<file path="src/design/hgn_pkg.sv">
// Shared types and constants for the hex grid neighbor enumerator.
// Used by every module of the block but hgn_queue; depends on nothing.
package hgn_pkg;

    // Payload and config field widths
    localparam int IDX_W  = 16;
    localparam int CFG_W  = 9;

    // APB port geometry: four 32-bit registers at byte addresses 0, 4, 8, 12
    localparam int APB_AW = 4;
    localparam int APB_DW = 32;

    // Register reset values
    localparam logic [CFG_W-1:0] X_SIZE_RST = 9'd16;
    localparam logic [CFG_W-1:0] Y_SIZE_RST = 9'd16;
    localparam logic             WRAP_X_RST = 1'b0;
    localparam logic             WRAP_Y_RST = 1'b0;

    // Register map, by word address
    typedef enum logic [1:0] {
        REG_X_SIZE = 2'd0,
        REG_Y_SIZE = 2'd1,
        REG_WRAP_X = 2'd2,
        REG_WRAP_Y = 2'd3
    } t_reg;

    // Configuration as seen by the datapath
    typedef struct packed {
        logic [CFG_W-1:0] x_size;
        logic [CFG_W-1:0] y_size;
        logic             wrap_x;
        logic             wrap_y;
    } t_cfg;

    // Front end sequencer states
    typedef enum logic [1:0] {
        F_IDLE = 2'd0,
        F_DIV  = 2'd1,
        F_PUSH = 2'd2
    } t_fstate;

    // Neighbor slots in emission order
    localparam int NSLOT = 6;
    typedef enum logic [2:0] {
        SLOT_UP        = 3'd0,
        SLOT_UP_DIAG   = 3'd1,
        SLOT_LEFT      = 3'd2,
        SLOT_RIGHT     = 3'd3,
        SLOT_DOWN      = 3'd4,
        SLOT_DOWN_DIAG = 3'd5
    } t_slot;

endpackage

</file>
<file path="src/design/hex_grid_neighbor_enumerator_top.sv">
// Top level of the hex grid neighbor enumerator: APB registers, front end,
// split queue, back end and result queue. Depends on hgn_pkg and all submodules.
// Path: an accepted cell runs the divider steps and waits in the split queue, then
//   its neighbors pass the back end and the result queue.
// Throughput: the front end takes a new cell only while idle or pushing the last one;
//   the back end emits one neighbor per cycle while the result queue has room.
// Reset: synchronous, active low; registers return to 16 x 16, no wrap; queues empty.
module hex_grid_neighbor_enumerator_top #(
    parameter int MAX_SIDE = 256
) (
    input  logic                        i_clk,
    input  logic                        i_rst_n,
    input  logic                        push,
    output logic                        full,
    input  logic [hgn_pkg::IDX_W-1:0]   i_cell_index,
    output logic                        empty,
    input  logic                        pop,
    output logic [hgn_pkg::IDX_W-1:0]   o_neighbor_index,
    output logic                        o_last,
    input  logic                        psel,
    input  logic                        penable,
    input  logic                        pwrite,
    input  logic [hgn_pkg::APB_AW-1:0]  paddr,
    input  logic [hgn_pkg::APB_DW-1:0]  pwdata,
    output logic [hgn_pkg::APB_DW-1:0]  prdata,
    output logic                        pready
);
    import hgn_pkg::*;

    // Sides above what the 9-bit registers can hold never clamp
    localparam int SIDE_EFF = (MAX_SIDE < 511) ? MAX_SIDE : 511;
    localparam int SW       = $clog2(SIDE_EFF + 1);
    localparam int QW       = $clog2(SIDE_EFF);
    localparam int MID_W    = SW + QW;
    localparam int OUT_W    = IDX_W + 1;

    t_cfg             w_cfg;
    logic [SW-1:0]    w_w;
    logic [SW-1:0]    w_h;
    logic             w_mid_push;
    logic             w_mid_full;
    logic             w_mid_pop;
    logic             w_mid_empty;
    logic [SW-1:0]    w_fx;
    logic [QW-1:0]    w_fy;
    logic [MID_W-1:0] w_mid_head;
    logic             w_out_push;
    logic             w_out_full;
    logic [IDX_W-1:0] w_bidx;
    logic             w_blast;
    logic [OUT_W-1:0] w_out_head;

    hgn_cfg u_cfg (
        .i_clk   (i_clk),
        .i_rst_n (i_rst_n),
        .psel    (psel),
        .penable (penable),
        .pwrite  (pwrite),
        .paddr   (paddr),
        .pwdata  (pwdata),
        .prdata  (prdata),
        .pready  (pready),
        .o_cfg   (w_cfg)
    );

    // Clamp the grid sides
    assign w_w = (int'(w_cfg.x_size) > MAX_SIDE) ? SW'(MAX_SIDE) : SW'(w_cfg.x_size);
    assign w_h = (int'(w_cfg.y_size) > MAX_SIDE) ? SW'(MAX_SIDE) : SW'(w_cfg.y_size);

    hgn_front #(.SW(SW), .QW(QW)) u_front (
        .i_clk        (i_clk),
        .i_rst_n      (i_rst_n),
        .i_push       (push),
        .i_cell_index (i_cell_index),
        .o_full       (full),
        .i_w          (w_w),
        .i_h          (w_h),
        .i_wrap_x     (w_cfg.wrap_x),
        .i_wrap_y     (w_cfg.wrap_y),
        .o_q_push     (w_mid_push),
        .o_q_x        (w_fx),
        .o_q_y        (w_fy),
        .i_q_full     (w_mid_full)
    );

    hgn_queue #(.WIDTH(MID_W), .DEPTH(2)) u_mid_q (
        .i_clk   (i_clk),
        .i_rst_n (i_rst_n),
        .i_push  (w_mid_push),
        .i_data  ({w_fx, w_fy}),
        .o_full  (w_mid_full),
        .i_pop   (w_mid_pop),
        .o_empty (w_mid_empty),
        .o_data  (w_mid_head)
    );

    hgn_back #(.SW(SW), .QW(QW)) u_back (
        .i_clk            (i_clk),
        .i_rst_n          (i_rst_n),
        .i_w              (w_w),
        .i_h              (w_h),
        .i_wrap_x         (w_cfg.wrap_x),
        .i_wrap_y         (w_cfg.wrap_y),
        .i_mid_empty      (w_mid_empty),
        .i_mid_x          (w_mid_head[MID_W-1:QW]),
        .i_mid_y          (w_mid_head[QW-1:0]),
        .o_mid_pop        (w_mid_pop),
        .i_out_full       (w_out_full),
        .o_out_push       (w_out_push),
        .o_neighbor_index (w_bidx),
        .o_last           (w_blast)
    );

    hgn_queue #(.WIDTH(OUT_W), .DEPTH(2)) u_out_q (
        .i_clk   (i_clk),
        .i_rst_n (i_rst_n),
        .i_push  (w_out_push),
        .i_data  ({w_bidx, w_blast}),
        .o_full  (w_out_full),
        .i_pop   (pop),
        .o_empty (empty),
        .o_data  (w_out_head)
    );

    assign o_neighbor_index = w_out_head[OUT_W-1:1];
    assign o_last           = w_out_head[0];

endmodule

</file>
<file path="src/design/hgn_cfg.sv">
// APB register block: grid size and wrap mode registers.
// Depends on hgn_pkg for the register map and the config struct.
module hgn_cfg (
    input  logic                        i_clk,
    input  logic                        i_rst_n,
    input  logic                        psel,
    input  logic                        penable,
    input  logic                        pwrite,
    input  logic [hgn_pkg::APB_AW-1:0]  paddr,
    input  logic [hgn_pkg::APB_DW-1:0]  pwdata,
    output logic [hgn_pkg::APB_DW-1:0]  prdata,
    output logic                        pready,
    output hgn_pkg::t_cfg               o_cfg
);
    import hgn_pkg::*;

    t_cfg r_cfg;
    t_cfg n_cfg;
    t_reg w_sel;
    logic w_wr;

    assign w_sel  = t_reg'(paddr[APB_AW-1:2]);
    assign w_wr   = psel && penable && pwrite;
    assign pready = 1'b1;
    assign o_cfg  = r_cfg;

    // Decode the write beat
    always_comb begin
        n_cfg = r_cfg;
        if (w_wr) begin
            case (w_sel)
                REG_X_SIZE: n_cfg.x_size = pwdata[CFG_W-1:0];
                REG_Y_SIZE: n_cfg.y_size = pwdata[CFG_W-1:0];
                REG_WRAP_X: n_cfg.wrap_x = pwdata[0];
                REG_WRAP_Y: n_cfg.wrap_y = pwdata[0];
                default:    n_cfg = r_cfg;
            endcase
        end
    end

    always_ff @(posedge i_clk) begin
        if (!i_rst_n) begin
            r_cfg <= '{x_size: X_SIZE_RST, y_size: Y_SIZE_RST,
                       wrap_x: WRAP_X_RST, wrap_y: WRAP_Y_RST};
        end else begin
            r_cfg <= n_cfg;
        end
    end

    // Read back the addressed register
    always_comb begin
        prdata = '0;
        case (w_sel)
            REG_X_SIZE: prdata[CFG_W-1:0] = r_cfg.x_size;
            REG_Y_SIZE: prdata[CFG_W-1:0] = r_cfg.y_size;
            REG_WRAP_X: prdata[0]         = r_cfg.wrap_x;
            REG_WRAP_Y: prdata[0]         = r_cfg.wrap_y;
            default:    prdata            = '0;
        endcase
    end

endmodule

</file>
<file path="src/design/hgn_queue.sv">
// Small register queue used between front and back and at the result side.
// Self-contained; no package dependency.
module hgn_queue #(
    parameter int WIDTH = 8,
    parameter int DEPTH = 2
) (
    input  logic             i_clk,
    input  logic             i_rst_n,
    input  logic             i_push,
    input  logic [WIDTH-1:0] i_data,
    output logic             o_full,
    input  logic             i_pop,
    output logic             o_empty,
    output logic [WIDTH-1:0] o_data
);
    localparam int AW = (DEPTH > 1) ? $clog2(DEPTH) : 1;
    localparam int CW = $clog2(DEPTH + 1);

    logic [WIDTH-1:0] r_mem [DEPTH];
    logic [AW-1:0]    r_wp;
    logic [AW-1:0]    r_rp;
    logic [CW-1:0]    r_cnt;
    logic             w_push;
    logic             w_pop;

    function automatic logic [AW-1:0] f_next(input logic [AW-1:0] p);
        return (p == AW'(DEPTH - 1)) ? '0 : p + AW'(1);
    endfunction

    assign o_full  = (r_cnt == CW'(DEPTH));
    assign o_empty = (r_cnt == '0);
    assign w_push  = i_push && !o_full;
    assign w_pop   = i_pop && !o_empty;
    assign o_data  = r_mem[r_rp];

    // Store the incoming beat
    always_ff @(posedge i_clk) begin
        if (w_push) begin
            r_mem[r_wp] <= i_data;
        end
    end

    // Advance pointers and fill count
    always_ff @(posedge i_clk) begin
        if (!i_rst_n) begin
            r_wp  <= '0;
            r_rp  <= '0;
            r_cnt <= '0;
        end else begin
            if (w_push) begin
                r_wp <= f_next(r_wp);
            end
            if (w_pop) begin
                r_rp <= f_next(r_rp);
            end
            if (w_push && !w_pop) begin
                r_cnt <= r_cnt + CW'(1);
            end else if (w_pop && !w_push) begin
                r_cnt <= r_cnt - CW'(1);
            end
        end
    end

    a_cnt_bound: assert property (@(posedge i_clk) disable iff (!i_rst_n)
        r_cnt <= CW'(DEPTH))
        else $error("queue fill count above depth");

endmodule

</file>
<file path="src/design/hgn_front.sv">
// Front end: range and mode check, then index split into column and row
// by a two-bit-per-cycle restoring divider. Depends on hgn_pkg.
module hgn_front #(
    parameter int SW = 9,
    parameter int QW = 8
) (
    input  logic                       i_clk,
    input  logic                       i_rst_n,
    input  logic                       i_push,
    input  logic [hgn_pkg::IDX_W-1:0]  i_cell_index,
    output logic                       o_full,
    input  logic [SW-1:0]              i_w,
    input  logic [SW-1:0]              i_h,
    input  logic                       i_wrap_x,
    input  logic                       i_wrap_y,
    output logic                       o_q_push,
    output logic [SW-1:0]              o_q_x,
    output logic [QW-1:0]              o_q_y,
    input  logic                       i_q_full
);
    import hgn_pkg::*;

    localparam int NCYC  = (QW + 1) / 2;
    localparam int QB    = 2 * NCYC;
    localparam int DVW   = SW + QB;
    localparam int CMPW  = (DVW > IDX_W) ? DVW : IDX_W;
    localparam int CNT_W = (NCYC > 1) ? $clog2(NCYC) : 1;

    t_fstate          r_state;
    t_fstate          n_state;
    logic [CNT_W-1:0] r_cnt;
    logic [CNT_W-1:0] n_cnt;
    logic [IDX_W-1:0] r_rem;
    logic [IDX_W-1:0] n_rem;
    logic [QB-1:0]    r_quo;
    logic [QB-1:0]    n_quo;
    logic [DVW-1:0]   r_dv;
    logic [DVW-1:0]   n_dv;
    logic [2*SW-1:0]  w_area;
    logic             w_drop;
    logic             w_can_take;
    logic             w_load;
    logic [CMPW-1:0]  w_ra;
    logic [CMPW-1:0]  w_rb;
    logic [CMPW-1:0]  w_d1;
    logic [CMPW-1:0]  w_d0;
    logic             w_ba;
    logic             w_bb;

    // Classify: index outside the grid or row wrap alone yields nothing
    assign w_area = (2*SW)'(i_w) * (2*SW)'(i_h);
    assign w_drop = (32'(i_cell_index) >= 32'(w_area)) || (i_wrap_y && !i_wrap_x);

    assign w_can_take = (r_state == F_IDLE) || ((r_state == F_PUSH) && !i_q_full);
    assign o_full     = !w_can_take;
    assign w_load     = w_can_take && i_push && !w_drop;

    // Two restoring division steps per cycle
    assign w_d1 = CMPW'(r_dv) << 1;
    assign w_d0 = CMPW'(r_dv);
    assign w_ra = CMPW'(r_rem);
    assign w_ba = (w_ra >= w_d1);
    assign w_rb = w_ba ? (w_ra - w_d1) : w_ra;
    assign w_bb = (w_rb >= w_d0);

    assign o_q_x = r_rem[SW-1:0];
    assign o_q_y = r_quo[QW-1:0];

    // Next state and datapath control
    always_comb begin
        n_state  = r_state;
        n_cnt    = r_cnt;
        n_rem    = r_rem;
        n_quo    = r_quo;
        n_dv     = r_dv;
        o_q_push = 1'b0;
        case (r_state)
            F_IDLE: begin
                n_state = F_IDLE;
            end
            F_DIV: begin
                n_rem = w_bb ? IDX_W'(w_rb - w_d0) : IDX_W'(w_rb);
                n_quo = (r_quo << 2) | QB'({w_ba, w_bb});
                n_dv  = r_dv >> 2;
                n_cnt = r_cnt + CNT_W'(1);
                if (r_cnt == CNT_W'(NCYC - 1)) begin
                    n_state = F_PUSH;
                end
            end
            F_PUSH: begin
                if (!i_q_full) begin
                    o_q_push = 1'b1;
                    n_state  = F_IDLE;
                end
            end
            default: begin
                n_state = F_IDLE;
            end
        endcase
        if (w_load) begin
            n_state = F_DIV;
            n_cnt   = '0;
            n_rem   = i_cell_index;
            n_quo   = '0;
            n_dv    = DVW'(i_w) << (QB - 2);
        end
    end

    always_ff @(posedge i_clk) begin
        if (!i_rst_n) begin
            r_state <= F_IDLE;
            r_cnt   <= '0;
        end else begin
            r_state <= n_state;
            r_cnt   <= n_cnt;
        end
    end

    always_ff @(posedge i_clk) begin
        r_rem <= n_rem;
        r_quo <= n_quo;
        r_dv  <= n_dv;
    end

    a_div_len: assert property (@(posedge i_clk) disable iff (!i_rst_n)
        (r_state == F_DIV && r_cnt == CNT_W'(NCYC - 1)) |=> (r_state == F_PUSH))
        else $error("divider did not finish after its fixed step count");

    a_push_hold: assert property (@(posedge i_clk) disable iff (!i_rst_n)
        (r_state == F_PUSH && i_q_full)
            |=> (r_state == F_PUSH && $stable(r_rem) && $stable(r_quo)))
        else $error("split result changed while waiting for queue space");

endmodule

</file>
<file path="src/design/hgn_back.sv">
// Back end: walks the six neighbor slots of one split cell and emits the valid ones,
// one beat per cycle while the result queue has room, flagging the last. Depends on hgn_pkg.
module hgn_back #(
    parameter int SW = 9,
    parameter int QW = 8
) (
    input  logic                       i_clk,
    input  logic                       i_rst_n,
    input  logic [SW-1:0]              i_w,
    input  logic [SW-1:0]              i_h,
    input  logic                       i_wrap_x,
    input  logic                       i_wrap_y,
    input  logic                       i_mid_empty,
    input  logic [SW-1:0]              i_mid_x,
    input  logic [QW-1:0]              i_mid_y,
    output logic                       o_mid_pop,
    input  logic                       i_out_full,
    output logic                       o_out_push,
    output logic [hgn_pkg::IDX_W-1:0]  o_neighbor_index,
    output logic                       o_last
);
    import hgn_pkg::*;

    localparam int PRW = SW + QW + 1;

    logic [NSLOT-1:0] r_sent;
    logic [NSLOT-1:0] n_sent;
    logic             w_x_lo;
    logic             w_x_hi;
    logic             w_y_lo;
    logic             w_y_hi;
    logic [SW-1:0]    w_prevx;
    logic [SW-1:0]    w_nextx;
    logic [SW-1:0]    w_dcol;
    logic [QW-1:0]    w_prevy;
    logic [QW-1:0]    w_nexty;
    logic             w_up;
    logic             w_down;
    logic             w_left;
    logic             w_right;
    logic             w_diag;
    logic [NSLOT-1:0] w_valid;
    logic [NSLOT-1:0] w_rem;
    logic [NSLOT-1:0] w_pick_oh;
    t_slot            w_pick;
    logic             w_any;
    logic             w_last;
    logic [SW-1:0]    w_col;
    logic [QW-1:0]    w_row;
    logic [PRW-1:0]   w_sum;

    // Edge tests and wrapped neighbor coordinates
    assign w_x_lo  = (i_mid_x == '0);
    assign w_x_hi  = (i_mid_x == i_w - SW'(1));
    assign w_y_lo  = (i_mid_y == '0);
    assign w_y_hi  = (SW'(i_mid_y) == i_h - SW'(1));
    assign w_prevx = w_x_lo ? (i_w - SW'(1)) : (i_mid_x - SW'(1));
    assign w_nextx = w_x_hi ? '0 : (i_mid_x + SW'(1));
    assign w_prevy = w_y_lo ? QW'(i_h - SW'(1)) : (i_mid_y - QW'(1));
    assign w_nexty = w_y_hi ? '0 : (i_mid_y + QW'(1));
    // Diagonals sit right of the column on odd rows, left on even rows
    assign w_dcol  = i_mid_y[0] ? w_nextx : w_prevx;

    assign w_up    = i_wrap_y || !w_y_lo;
    assign w_down  = i_wrap_y || !w_y_hi;
    assign w_left  = i_wrap_x || !w_x_lo;
    assign w_right = i_wrap_x || !w_x_hi;
    assign w_diag  = i_mid_y[0] ? w_right : w_left;

    assign w_valid = {w_down && w_diag, w_down, w_right, w_left, w_up && w_diag, w_up};
    assign w_rem   = w_valid & ~r_sent;

    // Pick the earliest slot not yet sent
    always_comb begin
        w_pick = SLOT_UP;
        for (int i = NSLOT - 1; i >= 0; i--) begin
            if (w_rem[i]) begin
                w_pick = t_slot'(3'(i));
            end
        end
    end

    assign w_any     = (w_rem != '0);
    assign w_pick_oh = NSLOT'(1) << w_pick;
    assign w_last    = ((w_rem & ~w_pick_oh) == '0);

    // Select coordinates of the picked slot
    always_comb begin
        case (w_pick)
            SLOT_UP:        begin w_col = i_mid_x;  w_row = w_prevy;  end
            SLOT_UP_DIAG:   begin w_col = w_dcol;   w_row = w_prevy;  end
            SLOT_LEFT:      begin w_col = w_prevx;  w_row = i_mid_y;  end
            SLOT_RIGHT:     begin w_col = w_nextx;  w_row = i_mid_y;  end
            SLOT_DOWN:      begin w_col = i_mid_x;  w_row = w_nexty;  end
            SLOT_DOWN_DIAG: begin w_col = w_dcol;   w_row = w_nexty;  end
            default:        begin w_col = i_mid_x;  w_row = i_mid_y;  end
        endcase
    end

    assign w_sum            = PRW'(w_row) * PRW'(i_w) + PRW'(w_col);
    assign o_neighbor_index = IDX_W'(w_sum);
    assign o_last           = w_last;

    // One beat per cycle unless the result queue is full; drop the cell after its last slot
    always_comb begin
        n_sent     = r_sent;
        o_mid_pop  = 1'b0;
        o_out_push = 1'b0;
        if (!i_mid_empty) begin
            if (!w_any) begin
                o_mid_pop = 1'b1;
                n_sent    = '0;
            end else if (!i_out_full) begin
                o_out_push = 1'b1;
                if (w_last) begin
                    o_mid_pop = 1'b1;
                    n_sent    = '0;
                end else begin
                    n_sent = r_sent | w_pick_oh;
                end
            end
        end
    end

    always_ff @(posedge i_clk) begin
        if (!i_rst_n) begin
            r_sent <= '0;
        end else begin
            r_sent <= n_sent;
        end
    end

    a_pop_clears: assert property (@(posedge i_clk) disable iff (!i_rst_n)
        o_mid_pop |=> (r_sent == '0))
        else $error("slot mask not cleared after cell retired");

    a_mid_mark: assert property (@(posedge i_clk) disable iff (!i_rst_n)
        (o_out_push && !w_last) |=> (r_sent != '0))
        else $error("sent slot not recorded");

endmodule

</file>
<file path="config.mk">
export PLATFORM = sky130hd
export DESIGN_NAME = hex_grid_neighbor_enumerator_top
export DESIGN_NICKNAME = d
export VERILOG_FILES = /design/src/design/hgn_pkg.sv /design/src/design/hex_grid_neighbor_enumerator_top.sv /design/src/design/hgn_cfg.sv /design/src/design/hgn_queue.sv /design/src/design/hgn_front.sv /design/src/design/hgn_back.sv
export SDC_FILE = /design/constraint.sdc
export NUM_CORES = 1
export LEC_CHECK = 0
export BUFFER_PORTS_ARGS = -buffer_cell sky130_fd_sc_hd__buf_2
export CAP_MARGIN = 40
export CORE_ASPECT_RATIO = 1.1
export CORE_MARGIN = 8
export CORE_UTILIZATION = 40
export DETAILED_ROUTE_END_ITERATION = 10
export SLEW_MARGIN = 40
export SYNTH_ARGS = -nofsm -noshare
export SYNTH_HDL_FRONTEND = slang
export SYNTH_SLANG_ARGS = --single-unit
export TNS_END_PERCENT = 20
</file>
<file path="constraint.sdc">
create_clock -name i_clk -period 22 [get_ports i_clk]
set_input_delay 4.4 -clock i_clk [delete_from_list [all_inputs] [get_ports i_clk]]
set_output_delay 4.4 -clock i_clk [all_outputs]
set_load 0.05 [all_outputs]
</file>
# --- Word level (Yosys, flattened, before mapping) ---
# Memories as Yosys holds them, arrays and structs flattened. A register that Yosys moved wholly into a read port is not among the register bits.
# Index checks and enable logic that the tools add are counted.
word_totals:
  regBits: 77
  ramBits: 68
  input_bits: 59
  output_inout_bits: 52
  n_memories: 2
memory_table:
  columns: ["memory", "words", "word_bits", "rd", "rd_ports_with_merged_regs", "write_ports", "line_no", "rtl"]
  rows:
  - ["u_mid_q.r_mem", 2, 17, 1, 1, 1, "hgn_queue.sv:19", "logic [WIDTH-1:0] r_mem [DEPTH];"]
  - ["u_out_q.r_mem", 2, 17, 1, 1, 1, "hgn_queue.sv:19", null]
op_classes:
  add_sub_neg: 18
  n_mul: 2
  n_lt_le_gt_ge: 5
  eq_ne: 20
  shift: 1
  n_mux: 56
  n_bitwise: 8
  n_reduce_logical: 60
ops:
  columns: ["operator", "count"]
  rows:
  - ["16-bit 2-to-1 mux", 3]
  - ["9-bit 2-to-1 mux", 5]
  - ["8-bit case mux with 2 select lines", 2]
  - ["15-bit 2-to-1 mux", 2]
  - ["9-bit case mux with 3 select lines", 1]
  - ["9-bit by 1-bit subtractor with 9-bit output, second input constant", 3]
  - ["1-bit 2-to-1 mux", 23]
  - ["16-bit by 18-bit greater-or-equal comparator with 1-bit output", 1]
  - ["9-bit greater-than comparator, second input constant", 2]
  - ["9-bit by 9-bit multiplier with 18-bit output", 1]
  - ["3-bit 2-to-1 mux", 6]
  - ["6-bit 2-to-1 mux", 3]
  - ["17-bit by 15-bit greater-or-equal comparator with 1-bit output", 1]
  - ["17-bit 2-to-1 mux", 1]
  - ["16-bit by 16-bit subtractor with 17-bit output", 1]
  - ["16-bit by 9-bit adder with 16-bit output", 1]
  - ["16-bit greater-or-equal comparator", 1]
  - ["1-bit logical AND", 16]
  - ["8-bit by 9-bit multiplier with 16-bit output", 1]
  - ["8-bit 2-to-1 mux", 2]
  - ["16-bit by 15-bit subtractor with 16-bit output", 1]
  - ["1-bit zero test", 15]
  - ["2-bit AND reduction", 7]
  - ["6-bit AND", 2]
  - ["other kinds (34)", 69]

# --- Longest topological paths before layout ---
depth:
  ltp_word: 27
  depth_mapped: 37

# --- By module ---
# From an unflattened synthesis, not the netlist that was laid out.
hier_totals:
  cells_unflattened: 1724
  area_unflattened_um2: 15832.7
by_module_without_submodules:
  columns: ["mod", "n_inst", "cells_per_inst", "area_per_inst_um2", "seq_area_each_um2"]
  rows:
  - ["hgn_front", 1, 769, 6744.0, 1111.1]
  - ["hgn_back", 1, 656, 4933.5, 120.1]
  - ["hgn_queue", 2, 78, 1458.9, 1121.1]
  - ["hgn_cfg", 1, 125, 1129.8, 400.4]
  - ["hex_grid_neighbor_enumerator_top", 1, 18, 107.6, 0.0]

# --- Worst setup path before layout ---
# OpenSTA, ideal clock, no wires.
synth_timing:
  path_kind: "input-to-output"
  startpoint: "input paddr[2] (netlist bit)"
  endpoint: "output prdata[1] (netlist bit)"
  arrival_ps: 5624
  slack_ps: 11976
  stages: 3
  n_path_buf: 1
  cell_sequence: "buf_1 mux2i_1 nor2_1"
synth_via:
  elab_chain_len: 2
synth_lines:
  columns: ["item", "line_no", "rtl"]
  rows:
  - ["from (decl)", "hex_grid_neighbor_enumerator_top.sv:23", "input logic [hgn_pkg::APB_AW-1:0] paddr,"]
  - ["2-bit by 1-bit == test with 1-bit output / 2-bit zero test (equally long branches)", "hgn_cfg.sv:53", "case (w_sel)"]
  - ["8-bit case mux with 2 select lines (*)", "hgn_cfg.sv:53", null]
  - ["to (decl)", "hex_grid_neighbor_enumerator_top.sv:25", "output logic [hgn_pkg::APB_DW-1:0] prdata,"]
# Mark *: on every way between the ends. The rest lies on a longest branch, timed or not.

# --- Worst setup path in the final report ---
layout_timing:
  startpoint: "input paddr[2] (netlist bit)"
  endpoint: "output prdata[0] (netlist bit)"
layout_via:
  elab_chain_len: 2
layout_lines:
  columns: ["item", "line_no"]
  rows:
  - ["2-bit == test (tied with other cells)", "hgn_cfg.sv:53"]
  - ["1-bit case mux with 4 select lines (*)", "hgn_cfg.sv:53"]
# Marked as above.

==> flow_summary.toml <==
[status]
status = "completed"

[timing]
tightest_slew_ns = 0.861
setup_ws_ns = 12.02
period_needed_ns = 9.98
holdWs_ns = 0.463
period_share = 0.454
rsz0062_at_grt = "no"
slew_headroom = 0.426
final-hold-violation-count = 0
fmax_ghz = 0.100
setup_viol = 0
slew_violations = 0
fin_skew_ns = 0.0148
tns_ns = 0

[pwr]
power.switching_mw = 0.527
powerDensity_nw_per_um2 = 81.7
p_leak_nw = 7.24
pwr-share-clk = 0.215
p_int_mw = 0.836
pwr-share-seq = 0.275
p_sw_frac = 0.387
max-vdd-ir-drop_mv = 0.118
comb_power_share = 0.510

[floorplanning]
io_pins = 111
dieHeight_um = 220
die_w_um = 202
initial_core_util = 0.402
num_rows = 75
fp.dieArea_um2 = 44500
placeableCoreArea_um2 = 37800

[synthesis]
synthSimpleGateAreaFrac = 0.176
synth_top_family_by_area = "adder cells"
syn_area_um2 = 15200
synthArstFlopShare = 0
post_synth_num_cell_types = 94
synth-seq-area-share = 0.255
synth_cells = 1695
avgSynthCellArea_um2 = 8.97
netlist.area_leader.share = 0.184
ys.flop_type = "edfxtp_1"
synth_area_leader_cell = "edfxtp_1"
synth_mux_area_frac = 0.0763
synth-compound-area-share = 0.127
ys_seq_elements = 147
synth_xor_area_frac = 0.0476
synth_adder_area_share = 0.240
synth-edff-count = 93
ys_warn_count = 0
yosys-top-cells-area = "edfxtp_1, fa_1, ha_1, dfxtp_1, inv_1"

[route]
drc = 0
num_vias = 12100
vias_per_cell = 5.35
postRouteAntennaNets = 0
routedWlPerCell_um = 17.7
first_iter_violations = 628
drtPass1Iterations = 5
wirelength_um = 40000

[worst_hold_path]
hold-path-cell-count = 0
hold_path.class = "reg -> reg"

[clock_network]
clock_path_buffers = 2
cts_resized = 0
cts_tree = "done"
root_buffer = "clkbuf_16"
post-cts-setup-buffer-count = 0
clk_latency_ns = 0.45
clkTransAtPathRegs_ns = 0.07
postCtsHoldBufs = 0
cts_htree_levels = 4
cts_sinks = 147
cts_buffers = 17

[grt]
grt_pass1_vias = 12100
grt_usage = 0.181
grt_max_degree = 45
antenna_found_initial = 0
grt_pass1_wl_um = 64200
grt.overflow.total = 0

[critical_path]
startpoint_type = "input pin"
critical_path.max_fanout = 12
cp-end-kind = "output port"
arrival_ns = 5.58
r2r_cells = 29
criticalPathCategory = "in -> out"
reg2reg_setup_slack_ns = 12.13
cp_data_required_time_ns = 17.60

[final_layout]
final_nets = 2036
nFillCells = 3754
antenna_cells = 0
final_util = 0.441
layout-drive-gt1-share = 0.122
area_delta_synth_final_pct = 9.71

[place]
gp_congestion = 0.886
dpl_worst_slack_ns = 12.04
hpwl_um = 31900
port_buffers = 61

[job]
max_cap_violations = 0
## layout by cell type (no fill, tap or decap), types with 24 or more instances in the layout
cell,n
nor2b_1,31
fa_1,102
a21oi_1,68
buf_2,62
dfxtp_1,54
nand2_1,163
buf_4,29
o21ai_0,62
xnor2_1,59
nor2_1,165
nor3_1,45
mux2i_1,54
mux2_2,50
conb_1,24
nand2b_1,35
inv_1,200
ha_1,128
edfxtp_1,93
## per-layer routing
| layer | GRT usage | part of all wire | vias up |
|---|---|---|---|
| met2 | 0.316 | 0.49 | 251 |
| met1 | 0.222 | 0.44 | 5900 |
| li1 | - | - | 5882 |
| met4 | 0.0660 | 0.029 | 0 |
| met5 | 0 | 0 | - |
| met3 | 0.0329 | 0.044 | 66 |
## cells in the mapped netlist, types with 4 or more instances
cell type	number
o21ai_0	63
nor4_1	10
o21ai_1	4
nand2_1	163
o2111ai_1	5
buf_4	25
nand2b_1	35
nor2b_1	32
nor3b_1	7
or2_2	7
mux2i_1	56
buf_1	4
o31ai_1	5
a221o_1	5
xnor2_1	59
o21a_1	18
dfxtp_1	54
o41ai_1	5
nand3_1	23
clkbuf_1	43
buf_2	7
xor2_1	21
nor3_1	47
a31oi_1	8
o21bai_1	8
nor2_1	165
inv_1	200
or3_1	19
o211ai_1	11
a211oi_1	11
mux2_2	50
edfxtp_1	93
a21oi_1	68
a21o_1	21
and3_1	6
ha_1	128
and2_1	14
nand4_1	9
fa_1	102
## metrics by stage
| stage | area, um2 | power, mW | std cells |
|---|---|---|---|
| 2_1_floorplan | 15300 | 0.934 | 1717 |
| 3_3_place_gp | 16000 | 1.06 | 2227 |
| 3_5_place_dp | 16100 | 1.07 | 2228 |
| 4_1_cts | 16700 | 1.37 | 2260 |
| 5_1_grt | 16700 | 1.47 | 2260 |
| 6_report | 16700 | 1.36 | 2260 |
## registers in the layout (all words and copies together), names as in the netlist, named ones only
register	flops
u_front.r_dv	15
u_cfg.o_cfg	20
u_out_q.r_rp	1
u_mid_q.r_wp	1
u_front.r_cnt	2
u_front.o_q_y	8
u_mid_q.r_rp	1
u_mid_q.r_cnt	2
u_out_q.r_wp	1
u_front.r_state	2
u_back.r_sent	6
u_front.r_rem	16
u_out_q.r_cnt	2
u_out_q.r_mem	34
u_mid_q.r_mem	34
## worst max-delay path, cell delays in order
cell	delay [ns]
buf_2	0.37
mux4_2	0.57
buf_2	0.23
## power groups by stage
stage	registers [mW]	logic, mW	clock network (mW)
after CTS	0.374	0.698	0.301
after floorplan	0.366	0.567	0
after global routing	0.378	0.777	0.311
after global placement	0.379	0.679	0
after detailed placement	0.380	0.693	0
final	0.374	0.695	0.293
## worst paths after layout
path / end / start
max: prdata[0] / paddr[2]
min: u_mid_q.r_mem[0][7] / u_front.o_q_y[7]
max reg2reg: u_out_q.r_mem[0][16] / u_cfg.o_cfg[19]
min reg2reg: u_mid_q.r_mem[0][7] / u_front.o_q_y[7]
## cell type report
cell class,count,area (um2),area share
multi-input combinational,1287,10300,0.617
sequential,147,3870,0.232
inverter,203,762,0.0457
tap,500,626,0.0375
timing repair buffer,91,528,0.0317
clock buffer,17,425,0.0255
clock inverter,15,164,0.00983
## logic make-up (layout without fill, tap and decap cells)
family                   Yosys count  after routing
multiplexers                     108            108
buffers and inverters            283            326
AO/OA/AOI/OAI                    285            285
flip-flops                       147            147
XOR/XNOR                          81             81
adder cells (fa/ha/maj)          230            230
AND/OR/NAND/NOR                  559            559
other                              2             24
Power figures use the tool's default switching activity.
